<file path="config.mk">
export PLATFORM = sky130hd
export DESIGN_NAME = stick_to_servo_duty_with_failsafe
export DESIGN_NICKNAME = d
export VERILOG_FILES = /design/src/rtl/stsd_pkg.sv /design/src/rtl/stick_to_servo_duty_with_failsafe.sv
export VERILOG_INCLUDE_DIRS = /design/src /design/src/rtl
export SDC_FILE = /design/constraint.sdc
export NUM_CORES = 2
export LEC_CHECK = 0
export BUFFER_PORTS_ARGS = -buffer_cell sky130_fd_sc_hd__buf_2
export CAP_MARGIN = 20
export CORE_ASPECT_RATIO = 1.4
export CORE_UTILIZATION = 33
export DETAILED_ROUTE_END_ITERATION = 7
export GPL_TIMING_DRIVEN = 0
export SKIP_CTS_REPAIR_TIMING = 1
export SYNTH_ARGS = -nofsm -noshare
export SYNTH_HDL_FRONTEND = slang
export SYNTH_SLANG_ARGS = --single-unit
</file>
<file path="constraint.sdc">
create_clock -name clk_i -period 7 [get_ports clk_i]
set_input_delay 1.4 -clock clk_i [delete_from_list [all_inputs] [get_ports clk_i]]
set_output_delay 1.4 -clock clk_i [all_outputs]
set_load 0.005 [all_outputs]
</file>
<file path="src/rtl/stick_to_servo_duty_with_failsafe_assert.svh">
// Assertion macros for the stick-to-servo duty block.
// Used by the top-level RTL; expects clk_i and rst_ni in the including scope.
`ifndef STICK_TO_SERVO_DUTY_WITH_FAILSAFE_ASSERT_SVH
`define STICK_TO_SERVO_DUTY_WITH_FAILSAFE_ASSERT_SVH
`ifndef NO_ASSERTIONS
// Property that must hold at every clock edge outside reset.
`define STSD_ASSERT_NOW(lbl, prop, msg) \
  lbl: assert property (@(posedge clk_i) disable iff (!rst_ni) (prop)) else $error(msg);
// Condition in one cycle that implies a consequence in the next cycle.
`define STSD_ASSERT_NEXT(lbl, ante, cons, msg) \
  lbl: assert property (@(posedge clk_i) disable iff (!rst_ni) (ante) |=> (cons)) \
    else $error(msg);
`else
`define STSD_ASSERT_NOW(lbl, prop, msg)
`define STSD_ASSERT_NEXT(lbl, ante, cons, msg)
`endif
`endif

</file>
<file path="src/rtl/stsd_pkg.sv">
// Package for the stick-to-servo duty block: payload layouts, pipeline
// stage types, register indexes, reset values and the duty clamp.
// No dependencies.
`timescale 1ns / 1ps
`default_nettype none

package stsd_pkg;

  localparam int unsigned DutyW = 14;
  localparam logic [DutyW-1:0] DutyMax = 14'd10000;
  localparam logic [DutyW-1:0] CenterReset = 14'd750;

  localparam logic [12:0] SteerRangeReset = 13'd200;
  localparam logic [12:0] ThrottleRangeReset = 13'd500;
  localparam logic [13:0] NeutralReset = 14'd750;
  localparam logic [15:0] TimeoutReset = 16'd240;
  localparam logic [15:0] HoldDelayReset = 16'd100;

  localparam logic CmdReport = 1'b0;
  localparam logic CmdTick = 1'b1;
  localparam logic [7:0] AckReportId = 8'd1;

  // Division by 126: halve, then multiply by ceil(2^25 / 63) and shift by 25.
  // Exact for every halved product below 2^19.
  localparam int unsigned ProdW = 20;
  localparam int unsigned RecipShift = 25;
  localparam int unsigned MulW = 39;
  localparam logic [19:0] RecipMul = 20'd532611;
  localparam int unsigned SwingW = 14;

  typedef enum logic [2:0] {
    RegSteerRange    = 3'd0,
    RegThrottleRange = 3'd1,
    RegNeutral       = 3'd2,
    RegTimeout       = 3'd3,
    RegHoldDelay     = 3'd4
  } reg_idx_e;

  typedef enum logic [1:0] {
    DirZero = 2'd0,
    DirPos  = 2'd1,
    DirNeg  = 2'd2
  } dir_e;

  // Input item, last field in the lowest bits.
  typedef struct packed {
    logic [2:0]        pad;
    logic [7:0]        report_id;
    logic              btn_y;
    logic              btn_x;
    logic              btn_start;
    logic              btn_left;
    logic              btn_right;
    logic signed [7:0] stick_ry;
    logic signed [7:0] stick_x;
  } item_t;

  // Result item, last field in the lowest bits.
  typedef struct packed {
    logic             failsafe;
    logic             in_trim;
    logic             send_ack;
    logic             speed_update;
    logic [DutyW-1:0] speed_duty;
    logic [DutyW-1:0] steer_duty;
  } result_t;

  // Stage holding the raw swing products.
  typedef struct packed {
    logic             is_drive;
    result_t          res;
    dir_e             steer_dir;
    dir_e             thr_dir;
    logic             steer_neg1;
    logic             thr_neg1;
    logic [ProdW-1:0] steer_prod;
    logic [ProdW-1:0] thr_prod;
    logic [DutyW-1:0] center;
    logic [DutyW-1:0] neutral;
  } prod_stage_t;

  // Stage holding the divided swings.
  typedef struct packed {
    logic              is_drive;
    result_t           res;
    dir_e              steer_dir;
    dir_e              thr_dir;
    logic              steer_neg1;
    logic              thr_neg1;
    logic [SwingW-1:0] steer_q;
    logic [SwingW-1:0] thr_q;
    logic [DutyW-1:0]  center;
    logic [DutyW-1:0]  neutral;
  } quot_stage_t;

  function automatic logic [DutyW-1:0] clamp_duty(input logic signed [16:0] v);
    logic [DutyW-1:0] r;
    if (v < 17'sd0) begin
      r = '0;
    end else if (v > $signed({3'b000, DutyMax})) begin
      r = DutyMax;
    end else begin
      r = v[DutyW-1:0];
    end
    return r;
  endfunction

endpackage

`default_nettype wire

</file>
<file path="src/rtl/stick_to_servo_duty_with_failsafe.sv">
// Gamepad report to steering/throttle servo duty, with steering trim and a
// report-timeout failsafe. Depends on stsd_pkg and the assertion macro header.
`timescale 1ns / 1ps
`default_nettype none
`include "stick_to_servo_duty_with_failsafe_assert.svh"

// Channel   Direction  Handshake              Payload
// s_axis    in         tvalid / tready        tdata: gamepad report fields, tuser: cmd
// m_axis    out        tvalid / tready        tdata: duties and status flags
// apb       in         psel/penable/pready    five configuration registers, 4-byte stride
//
// One transaction is accepted per cycle when the output side keeps up. An accepted
// item runs through four register stages (input, swing product, reciprocal
// multiply, result); the multiply by the reciprocal of 126 sets the stage split.
// Items without a result leave the pipeline after the first stage. Reset clears
// the valid flags and block state and loads the register reset values. A stall
// on m_axis holds the stages; bubbles are filled.

module stick_to_servo_duty_with_failsafe #(
  parameter int unsigned TIME_BITS = 32
) (
  input  wire logic        clk_i,
  input  wire logic        rst_ni,
  input  wire logic        s_axis_tvalid,
  output logic             s_axis_tready,
  // [7:0] stick_x, [15:8] stick_ry, [16] btn_right, [17] btn_left,
  // [18] btn_start, [19] btn_x, [20] btn_y, [28:21] report_id, [31:29] zero
  input  wire logic [31:0] s_axis_tdata,
  // [0] cmd
  input  wire logic [0:0]  s_axis_tuser,
  output logic             m_axis_tvalid,
  input  wire logic        m_axis_tready,
  // [13:0] steer_duty, [27:14] speed_duty, [28] speed_update, [29] send_ack,
  // [30] in_trim, [31] failsafe
  output logic [31:0]      m_axis_tdata,
  input  wire logic        psel,
  input  wire logic        penable,
  input  wire logic        pwrite,
  input  wire logic [4:0]  paddr,
  input  wire logic [31:0] pwdata,
  output logic [31:0]      prdata,
  output logic             pready
);

  // ---------------------------------------------------------------------------
  // Configuration registers. Writes land on the access phase.
  // ---------------------------------------------------------------------------
  logic [12:0] steer_range_q;
  logic [12:0] throttle_range_q;
  logic [13:0] neutral_q;
  logic [15:0] timeout_q;
  logic [15:0] hold_delay_q;
  logic        cfg_wr;

  assign pready = 1'b1;
  assign cfg_wr = psel && penable && pwrite && pready;

  always_ff @(posedge clk_i or negedge rst_ni) begin
    if (!rst_ni) begin
      steer_range_q    <= stsd_pkg::SteerRangeReset;
      throttle_range_q <= stsd_pkg::ThrottleRangeReset;
      neutral_q        <= stsd_pkg::NeutralReset;
      timeout_q        <= stsd_pkg::TimeoutReset;
      hold_delay_q     <= stsd_pkg::HoldDelayReset;
    end else if (cfg_wr) begin
      case (paddr[4:2])
        stsd_pkg::RegSteerRange:    steer_range_q    <= pwdata[12:0];
        stsd_pkg::RegThrottleRange: throttle_range_q <= pwdata[12:0];
        stsd_pkg::RegNeutral:       neutral_q        <= pwdata[13:0];
        stsd_pkg::RegTimeout:       timeout_q        <= pwdata[15:0];
        stsd_pkg::RegHoldDelay:     hold_delay_q     <= pwdata[15:0];
        default: ;
      endcase
    end
  end

  always_comb begin
    case (paddr[4:2])
      stsd_pkg::RegSteerRange:    prdata = {19'd0, steer_range_q};
      stsd_pkg::RegThrottleRange: prdata = {19'd0, throttle_range_q};
      stsd_pkg::RegNeutral:       prdata = {18'd0, neutral_q};
      stsd_pkg::RegTimeout:       prdata = {16'd0, timeout_q};
      stsd_pkg::RegHoldDelay:     prdata = {16'd0, hold_delay_q};
      default:                    prdata = '0;
    endcase
  end

  // ---------------------------------------------------------------------------
  // Pipeline flow control. Each stage loads when it is empty or moving on, so
  // a stall at the output only backs up as far as the first empty stage.
  // ---------------------------------------------------------------------------
  logic v0_q, v1_q, v2_q, vo_q;
  logic out_ready, ld2_ok, ld1_ok, ld0_ok;
  logic mv0, mv1, mv2;

  assign out_ready = !vo_q || m_axis_tready;
  assign mv2       = v2_q && out_ready;
  assign ld2_ok    = !v2_q || out_ready;
  assign mv1       = v1_q && ld2_ok;
  assign ld1_ok    = !v1_q || ld2_ok;
  assign mv0       = v0_q && ld1_ok;
  assign ld0_ok    = !v0_q || ld1_ok;

  assign s_axis_tready = ld0_ok;
  assign m_axis_tvalid = vo_q;

  // Stage 0: input register.
  stsd_pkg::item_t d0_q;
  logic            cmd0_q;

  always_ff @(posedge clk_i) begin
    if (ld0_ok && s_axis_tvalid) begin
      d0_q   <= stsd_pkg::item_t'(s_axis_tdata);
      cmd0_q <= s_axis_tuser[0];
    end
  end

  // ---------------------------------------------------------------------------
  // Block state. It is updated as an item leaves stage 0, so every item sees
  // the state left by the one before it, in order.
  // ---------------------------------------------------------------------------
  logic [TIME_BITS-1:0] ms_q, ms_d;
  logic [TIME_BITS-1:0] last_q, last_d;
  logic [TIME_BITS-1:0] rstart_q, rstart_d;
  logic [TIME_BITS-1:0] lstart_q, lstart_d;
  logic [13:0]          center_q, center_d;
  logic                 trim_q, trim_d;
  logic                 rheld_q, rheld_d;
  logic                 lheld_q, lheld_d;

  logic [TIME_BITS-1:0] ms_inc;
  logic [TIME_BITS-1:0] tick_elapsed;
  logic [TIME_BITS-1:0] r_elapsed;
  logic [TIME_BITS-1:0] l_elapsed;
  logic                 step_up, step_dn;
  logic [13:0]          center_mid, center_trim;
  logic                 id_ack;
  logic [6:0]           mag_x, mag_ry;
  logic [12:0]          steer_rm1, thr_rm1;
  logic                 has_res;
  stsd_pkg::prod_stage_t s1_d, s1_q;

  assign ms_inc       = ms_q + TIME_BITS'(1);
  assign tick_elapsed = ms_inc - last_q;
  assign r_elapsed    = ms_q - rstart_q;
  assign l_elapsed    = ms_q - lstart_q;
  assign id_ack       = (d0_q.report_id == stsd_pkg::AckReportId);

  // A button steps the center only once it was already held on the last
  // report and the hold has lasted longer than the delay. Right is applied
  // before left, each saturating on its own.
  assign step_up = d0_q.btn_right && rheld_q && (r_elapsed > TIME_BITS'(hold_delay_q));
  assign step_dn = d0_q.btn_left && lheld_q && (l_elapsed > TIME_BITS'(hold_delay_q));
  assign center_mid  = (step_up && (center_q < stsd_pkg::DutyMax)) ? center_q + 14'd1
                                                                    : center_q;
  assign center_trim = (step_dn && (center_mid != 14'd0)) ? center_mid - 14'd1 : center_mid;

  // Magnitude minus one of a nonzero stick value: x-1 when positive, ~x when
  // negative, which gives 127 for the most negative code.
  assign mag_x  = d0_q.stick_x[7] ? ~d0_q.stick_x[6:0] : d0_q.stick_x[6:0] - 7'd1;
  assign mag_ry = d0_q.stick_ry[7] ? ~d0_q.stick_ry[6:0] : d0_q.stick_ry[6:0] - 7'd1;
  assign steer_rm1 = steer_range_q - 13'd1;
  assign thr_rm1   = throttle_range_q - 13'd1;

  always_comb begin
    ms_d     = ms_q;
    last_d   = last_q;
    rstart_d = rstart_q;
    lstart_d = lstart_q;
    center_d = center_q;
    trim_d   = trim_q;
    rheld_d  = rheld_q;
    lheld_d  = lheld_q;
    has_res  = 1'b0;
    s1_d     = '0;

    // Drive-mode swing products. A range of zero makes the factor minus one,
    // so the truncated quotient is minus one only for the two largest
    // magnitudes and zero otherwise.
    s1_d.steer_dir  = (d0_q.stick_x == 8'sd0) ? stsd_pkg::DirZero :
                      (d0_q.stick_x[7] ? stsd_pkg::DirNeg : stsd_pkg::DirPos);
    s1_d.thr_dir    = (d0_q.stick_ry == 8'sd0) ? stsd_pkg::DirZero :
                      (d0_q.stick_ry[7] ? stsd_pkg::DirNeg : stsd_pkg::DirPos);
    s1_d.steer_neg1 = (steer_range_q == 13'd0) && (mag_x[6:1] == 6'h3f);
    s1_d.thr_neg1   = (throttle_range_q == 13'd0) && (mag_ry[6:1] == 6'h3f);
    s1_d.steer_prod = (steer_range_q == 13'd0) ? '0
                    : {13'd0, mag_x} * {7'd0, steer_rm1};
    s1_d.thr_prod   = (throttle_range_q == 13'd0) ? '0
                    : {13'd0, mag_ry} * {7'd0, thr_rm1};
    s1_d.center     = center_q;
    s1_d.neutral    = neutral_q;

    if (mv0) begin
      if (cmd0_q == stsd_pkg::CmdTick) begin
        ms_d = ms_inc;
        if (!trim_q && (tick_elapsed > TIME_BITS'(timeout_q))) begin
          has_res                   = 1'b1;
          s1_d.res.steer_duty       = stsd_pkg::clamp_duty($signed({3'b000, neutral_q}));
          s1_d.res.speed_duty       = stsd_pkg::clamp_duty($signed({3'b000, neutral_q}));
          s1_d.res.speed_update     = 1'b1;
          s1_d.res.failsafe         = 1'b1;
        end
      end else begin
        last_d  = ms_q;
        has_res = 1'b1;
        if (trim_q) begin
          rheld_d  = d0_q.btn_right;
          lheld_d  = d0_q.btn_left;
          if (d0_q.btn_right && !rheld_q) begin
            rstart_d = ms_q;
          end
          if (d0_q.btn_left && !lheld_q) begin
            lstart_d = ms_q;
          end
          center_d            = center_trim;
          trim_d              = !d0_q.btn_start;
          s1_d.res.steer_duty = center_trim;
          s1_d.res.send_ack   = id_ack;
          s1_d.res.in_trim    = !d0_q.btn_start;
        end else if (d0_q.btn_x && d0_q.btn_y) begin
          trim_d              = 1'b1;
          rheld_d             = 1'b0;
          lheld_d             = 1'b0;
          s1_d.res.steer_duty = center_q;
          s1_d.res.in_trim    = 1'b1;
        end else begin
          s1_d.is_drive         = 1'b1;
          s1_d.res.speed_update = 1'b1;
          s1_d.res.send_ack     = id_ack;
        end
      end
    end
  end

  always_ff @(posedge clk_i or negedge rst_ni) begin
    if (!rst_ni) begin
      ms_q     <= '0;
      last_q   <= '0;
      rstart_q <= '0;
      lstart_q <= '0;
      center_q <= stsd_pkg::CenterReset;
      trim_q   <= 1'b0;
      rheld_q  <= 1'b0;
      lheld_q  <= 1'b0;
    end else begin
      ms_q     <= ms_d;
      last_q   <= last_d;
      rstart_q <= rstart_d;
      lstart_q <= lstart_d;
      center_q <= center_d;
      trim_q   <= trim_d;
      rheld_q  <= rheld_d;
      lheld_q  <= lheld_d;
    end
  end

  // ---------------------------------------------------------------------------
  // Stage 1 -> 2: divide both products by 126 through the reciprocal.
  // ---------------------------------------------------------------------------
  logic [stsd_pkg::MulW-1:0] steer_mul, thr_mul;
  stsd_pkg::quot_stage_t     s2_d, s2_q;

  assign steer_mul = stsd_pkg::MulW'(s1_q.steer_prod[stsd_pkg::ProdW-1:1])
                   * stsd_pkg::MulW'(stsd_pkg::RecipMul);
  assign thr_mul   = stsd_pkg::MulW'(s1_q.thr_prod[stsd_pkg::ProdW-1:1])
                   * stsd_pkg::MulW'(stsd_pkg::RecipMul);

  always_comb begin
    s2_d.is_drive   = s1_q.is_drive;
    s2_d.res        = s1_q.res;
    s2_d.steer_dir  = s1_q.steer_dir;
    s2_d.thr_dir    = s1_q.thr_dir;
    s2_d.steer_neg1 = s1_q.steer_neg1;
    s2_d.thr_neg1   = s1_q.thr_neg1;
    s2_d.steer_q    = steer_mul[stsd_pkg::RecipShift +: stsd_pkg::SwingW];
    s2_d.thr_q      = thr_mul[stsd_pkg::RecipShift +: stsd_pkg::SwingW];
    s2_d.center     = s1_q.center;
    s2_d.neutral    = s1_q.neutral;
  end

  // ---------------------------------------------------------------------------
  // Stage 2 -> output: apply the swings around center and neutral, saturate.
  // Forward throttle lowers the duty, reverse raises it.
  // ---------------------------------------------------------------------------
  logic signed [16:0] steer_sw, thr_sw, center_s, neutral_s, steer_val, thr_val;
  stsd_pkg::result_t  out_d, out_q;

  assign steer_sw  = s2_q.steer_neg1 ? -17'sd1 : $signed({3'b000, s2_q.steer_q});
  assign thr_sw    = s2_q.thr_neg1 ? -17'sd1 : $signed({3'b000, s2_q.thr_q});
  assign center_s  = $signed({3'b000, s2_q.center});
  assign neutral_s = $signed({3'b000, s2_q.neutral});

  always_comb begin
    case (s2_q.steer_dir)
      stsd_pkg::DirPos: steer_val = center_s + 17'sd1 + steer_sw;
      stsd_pkg::DirNeg: steer_val = center_s - 17'sd1 - steer_sw;
      default:          steer_val = center_s;
    endcase
    case (s2_q.thr_dir)
      stsd_pkg::DirPos: thr_val = neutral_s - 17'sd1 - thr_sw;
      stsd_pkg::DirNeg: thr_val = neutral_s + 17'sd1 + thr_sw;
      default:          thr_val = neutral_s;
    endcase
    out_d = s2_q.res;
    if (s2_q.is_drive) begin
      out_d.steer_duty = stsd_pkg::clamp_duty(steer_val);
      out_d.speed_duty = stsd_pkg::clamp_duty(thr_val);
    end
  end

  always_ff @(posedge clk_i) begin
    if (ld1_ok && mv0) begin
      s1_q <= s1_d;
    end
    if (ld2_ok && mv1) begin
      s2_q <= s2_d;
    end
    if (out_ready && mv2) begin
      out_q <= out_d;
    end
  end

  always_ff @(posedge clk_i or negedge rst_ni) begin
    if (!rst_ni) begin
      v0_q <= 1'b0;
      v1_q <= 1'b0;
      v2_q <= 1'b0;
      vo_q <= 1'b0;
    end else begin
      if (ld0_ok) begin
        v0_q <= s_axis_tvalid;
      end
      if (ld1_ok) begin
        v1_q <= mv0 && has_res;
      end
      if (ld2_ok) begin
        v2_q <= mv1;
      end
      if (out_ready) begin
        vo_q <= mv2;
      end
    end
  end

  assign m_axis_tdata = out_q;

  // ---------------------------------------------------------------------------
  // Assertions.
  // ---------------------------------------------------------------------------
  `STSD_ASSERT_NOW(a_center_range, center_q <= stsd_pkg::DutyMax, "steering center out of range")
  `STSD_ASSERT_NEXT(a_center_trim_only, !(mv0 && (cmd0_q == stsd_pkg::CmdReport) && trim_q), $stable(center_q), "center moved outside a trim report")
  `STSD_ASSERT_NOW(a_out_duty_range, vo_q |-> ((out_q.steer_duty <= stsd_pkg::DutyMax) && (out_q.speed_duty <= stsd_pkg::DutyMax)), "result duty above full scale")
  `STSD_ASSERT_NOW(a_failsafe_shape, (vo_q && out_q.failsafe) |-> (out_q.speed_update && !out_q.in_trim && !out_q.send_ack), "malformed failsafe result")
  `STSD_ASSERT_NOW(a_trim_no_speed, (vo_q && out_q.in_trim) |-> (!out_q.speed_update && (out_q.speed_duty == '0)), "trim result drives throttle")

endmodule

`default_nettype wire
</file>
==> qor.json <==
{
  "outcome": "finished clean",
  "timing.setup.critical_path_class": "register to register",
  "ant_nets": 0,
  "synth_mux_area_share_pct": 2.56,
  "clk_pin_slew_worst_paths_ns": 0.07,
  "cts_buffers": 52,
  "ys_seq_elements": 483,
  "critical_path.max_stage_delay_ns": 0.44,
  "timing.critical_path.slowest_stage_cell": "sky130_fd_sc_hd__dfrtp_2",
  "numClockSinks": 483,
  "global_route_wire_length_before_repair_um": 186000,
  "synthFlopType": "sky130_fd_sc_hd__edfxtp_1",
  "layout_setup_ws_ns": 0.248,
  "synth_edf_count": 262,
  "io_buffers": 105,
  "core-area_um2": 126000,
  "layout.filler_cells": 12598,
  "drt-total-wl_um": 120000,
  "synth_top_family_by_area": "adder cells",
  "timing.setup.tns_ns": 0,
  "clk_latency_ns": 0.64,
  "crit_top_cell": "sky130_fd_sc_hd__and3_4",
  "tritoncts": "built",
  "synth-compound-area-share_pct": 14.0,
  "min_path_type": "register to register",
  "design.final.nets": 5482,
  "slew-limit-headroom_pct": 30.9,
  "timing.final.crit_share_pct": 96.5,
  "cp_data_arrival_time_ns": 7.14,
  "grt_max_degree": 121,
  "initial_utilization_pct": 33.4,
  "floorplan.rows": 154,
  "synth.cell_area_um2": 42100,
  "drtIter0Drc": 1722,
  "hpwlAfterDp_um": 97200,
  "drt-wirelength-per-cell_um": 18.9,
  "clock.fmax_mhz": 148,
  "finalMaxSlewViolations": 0,
  "antenna_violations_before_repair": 6,
  "first_global_vias": 33288,
  "num_io_pins": 144,
  "finalCriticalPeriod_ns": 6.75,
  "floorplan.die_area_um2": 129000,
  "vias_per_cell": 5.15,
  "setup_violations": 0,
  "area.growth.synth_to_final_pct": 13.1,
  "register_area_um2": 13400,
  "finalWeightedCongestion": 0.934,
  "final-hold-violation-count": 0,
  "htree_num_levels": 2,
  "whs_ns": 0.417,
  "yosysWarningCount": 0,
  "track_usage_pct": 18.4,
  "ys_seq_area_share_pct": 31.9,
  "average_instance_area_after_synthesis_um2": 9.43,
  "simple_gate_fraction_of_synth_area_pct": 14.1,
  "global_route.overflow_total": 0,
  "max_cap_viol_count": 0,
  "clock_tree.buffer_depth": 3,
  "share_of_async_settable_or_async_resettable_flops_after_synthesis_pct": 45.8,
  "timing.critical_path.fanout_max": 7,
  "num_vias": 32832,
  "synth.lib_cells_used.distinct": 109,
  "buffer_cell_driving_the_clock_tree_root": "sky130_fd_sc_hd__clkbuf_16",
  "route.detailed.drc": 0,
  "synth_fa_ha_area_share_pct": 24.3,
  "post_synth_inst_count": 4467,
  "clock_skew_ns": 0.0496,
  "post_synth_xor_xnor_area_pct": 6.34,
  "place_ws_ns": -2.17,
  "startpoint_type": "register",
  "floorplan.die.height_um": 425,
  "max_slew.worst_pin.slew_ns": 1.04,
  "required_time_worst_endpoint_ns": 7.39,
  "end_kind": "register",
  "multi_input_comb_area_um2": 26500,
  "layout-drive-gt1-share_pct": 11.4,
  "dr.pass1.iters": 6,
  "die_x_um": 304
}
[layout by cell type, fill, tap and decap left out, types with 21 or more instances in the layout]
cell type,instances
sky130_fd_sc_hd__inv_1,553
sky130_fd_sc_hd__ha_1,546
sky130_fd_sc_hd__nand2_1,431
sky130_fd_sc_hd__edfxtp_1,262
sky130_fd_sc_hd__nor2_1,251
sky130_fd_sc_hd__o21ai_0,233
sky130_fd_sc_hd__a21oi_1,210
sky130_fd_sc_hd__dfrtp_1,188
sky130_fd_sc_hd__xnor2_1,181
sky130_fd_sc_hd__fa_1,168
sky130_fd_sc_hd__clkbuf_1,123
sky130_fd_sc_hd__buf_2,110
sky130_fd_sc_hd__xor2_1,98
sky130_fd_sc_hd__nand3_1,97
sky130_fd_sc_hd__a21o_1,80
sky130_fd_sc_hd__buf_4,67
sky130_fd_sc_hd__nor3_1,66
sky130_fd_sc_hd__clkbuf_16,54
sky130_fd_sc_hd__and2_1,50
sky130_fd_sc_hd__mux2_2,50
sky130_fd_sc_hd__mux2i_1,47
sky130_fd_sc_hd__nand2b_1,46
sky130_fd_sc_hd__nor2b_1,44
sky130_fd_sc_hd__nand4_1,44
sky130_fd_sc_hd__o21bai_1,44
sky130_fd_sc_hd__or2_2,43
sky130_fd_sc_hd__o21a_1,32
sky130_fd_sc_hd__dfstp_2,30
sky130_fd_sc_hd__and3_1,27
sky130_fd_sc_hd__a31oi_1,27
sky130_fd_sc_hd__or3_1,26
sky130_fd_sc_hd__o22ai_1,21
[final timing paths]
kind,to,start,cells after the start,slack [ns]
max in group asynchronous,steer_range_q[4],rst_ni,2,5.00
min reg2reg,neutral_s[4],s1_q[4],0,0.42
min in group asynchronous,trim_q,rst_ni,1,0.79
min,neutral_s[4],s1_q[4],0,0.42
max reg2reg,s1_q[86],ms_q[0],29,0.25
max,s1_q[86],ms_q[0],29,0.25
[layer usage]
metal / track usage, % / part of all wire [%]
met4: 9.02 / 5.7
met1: 20.0 / 38
met2: 35.5 / 53
met5: 0 / 0.011
met3: 1.54 / 3.1
[critical path, delay by kind of cell, from the launching register on]
kind | cells | cell delay [ns]
AO/OA/AOI/OAI | 7 | 1.66
buffers and inverters | 2 | 0.36
flip-flops | 1 | 0.44
multiplexers | 1 | 0.31
AND/OR/NAND/NOR | 16 | 3.02
XOR/XNOR | 1 | 0.08
adder cells (fa/ha/maj) | 2 | 0.61
[cell usage after synthesis, types with 12 or more instances]
cell	number	area share [%]
sky130_fd_sc_hd__buf_4	22	0.39
sky130_fd_sc_hd__nand2_1	434	3.9
sky130_fd_sc_hd__a31oi_1	27	0.40
sky130_fd_sc_hd__a21boi_0	16	0.29
sky130_fd_sc_hd__xor2_1	104	2.2
sky130_fd_sc_hd__dfrtp_1	191	11
sky130_fd_sc_hd__o31ai_1	15	0.27
sky130_fd_sc_hd__nor4_1	18	0.27
sky130_fd_sc_hd__o211ai_1	16	0.29
sky130_fd_sc_hd__a221o_1	12	0.29
sky130_fd_sc_hd__fa_1	169	8.0
sky130_fd_sc_hd__mux2_2	51	1.4
sky130_fd_sc_hd__o22ai_1	21	0.31
sky130_fd_sc_hd__inv_1	555	4.9
sky130_fd_sc_hd__nor3_1	69	0.82
sky130_fd_sc_hd__nor2_1	254	2.3
sky130_fd_sc_hd__a221oi_1	18	0.37
sky130_fd_sc_hd__a21o_1	80	1.4
sky130_fd_sc_hd__edfxtp_1	262	19
sky130_fd_sc_hd__dfstp_2	30	1.9
sky130_fd_sc_hd__o21a_1	32	0.57
sky130_fd_sc_hd__and3_1	35	0.52
sky130_fd_sc_hd__a2111oi_0	13	0.27
sky130_fd_sc_hd__nand4_1	44	0.65
sky130_fd_sc_hd__or2_2	43	0.64
sky130_fd_sc_hd__xnor2_1	197	4.1
sky130_fd_sc_hd__nand2b_1	47	0.70
sky130_fd_sc_hd__or3_1	27	0.40
sky130_fd_sc_hd__a211oi_1	18	0.32
sky130_fd_sc_hd__o21ai_0	239	2.8
sky130_fd_sc_hd__nor2b_1	45	0.67
sky130_fd_sc_hd__nor3b_1	13	0.23
sky130_fd_sc_hd__and2_1	55	0.82
sky130_fd_sc_hd__a21oi_1	215	2.6
sky130_fd_sc_hd__o21bai_1	45	0.80
sky130_fd_sc_hd__mux2i_1	49	1.2
sky130_fd_sc_hd__ha_1	548	16
sky130_fd_sc_hd__clkbuf_1	129	1.2
sky130_fd_sc_hd__nand3_1	101	1.2
[through the flow]
step                      util, %  cells  instance area, um^2
after floorplan                 -   4482                42200
after global placement       35.4   6225                44700
after detailed placement     35.6   6233                44900
after CTS                    37.0   6331                46700
after global routing         37.7   6370                47600
final                        37.7   6371                47600
[layout make-up]
class	instances	share of cell area, %
Multi-Input combinational cell	3275	55.6
Timing Repair Buffer	157	2.13
Buffer	161	1.62
Tap cell	1638	4.30
Inverter	558	4.41
Antenna cell	1	0.00525
Clock buffer	75	3.13
Clock inverter	23	0.602
Sequential cell	483	28.2
[registers in the layout, indices dropped and copies added (netlist names), 4 cells and up]
name,flops
last_q,32
timeout_q,16
neutral_q,14
ms_q,32
center_s,14
out_d,4
throttle_range_q,13
neutral_s,14
s2_q,63
steer_range_q,13
s1_q,105
lstart_q,32
center_q,14
hold_delay_q,16
d0_q,29
m_axis_tdata,32
rstart_q,32
[cell families (layout without fill, tap and decap cells)]
kind of cell    after synthesis  count (layout)
compound gates              905             905
buf+inv                     724             974
mux                         101             101
xor+xnor                    303             303
other cells                   2              18
simple gates               1232            1232
flops                       483             483
fa+ha+maj                   717             717
Power is not shown: default switching activity piles up to over one toggle a cycle in this logic, so the estimate is an artifact.
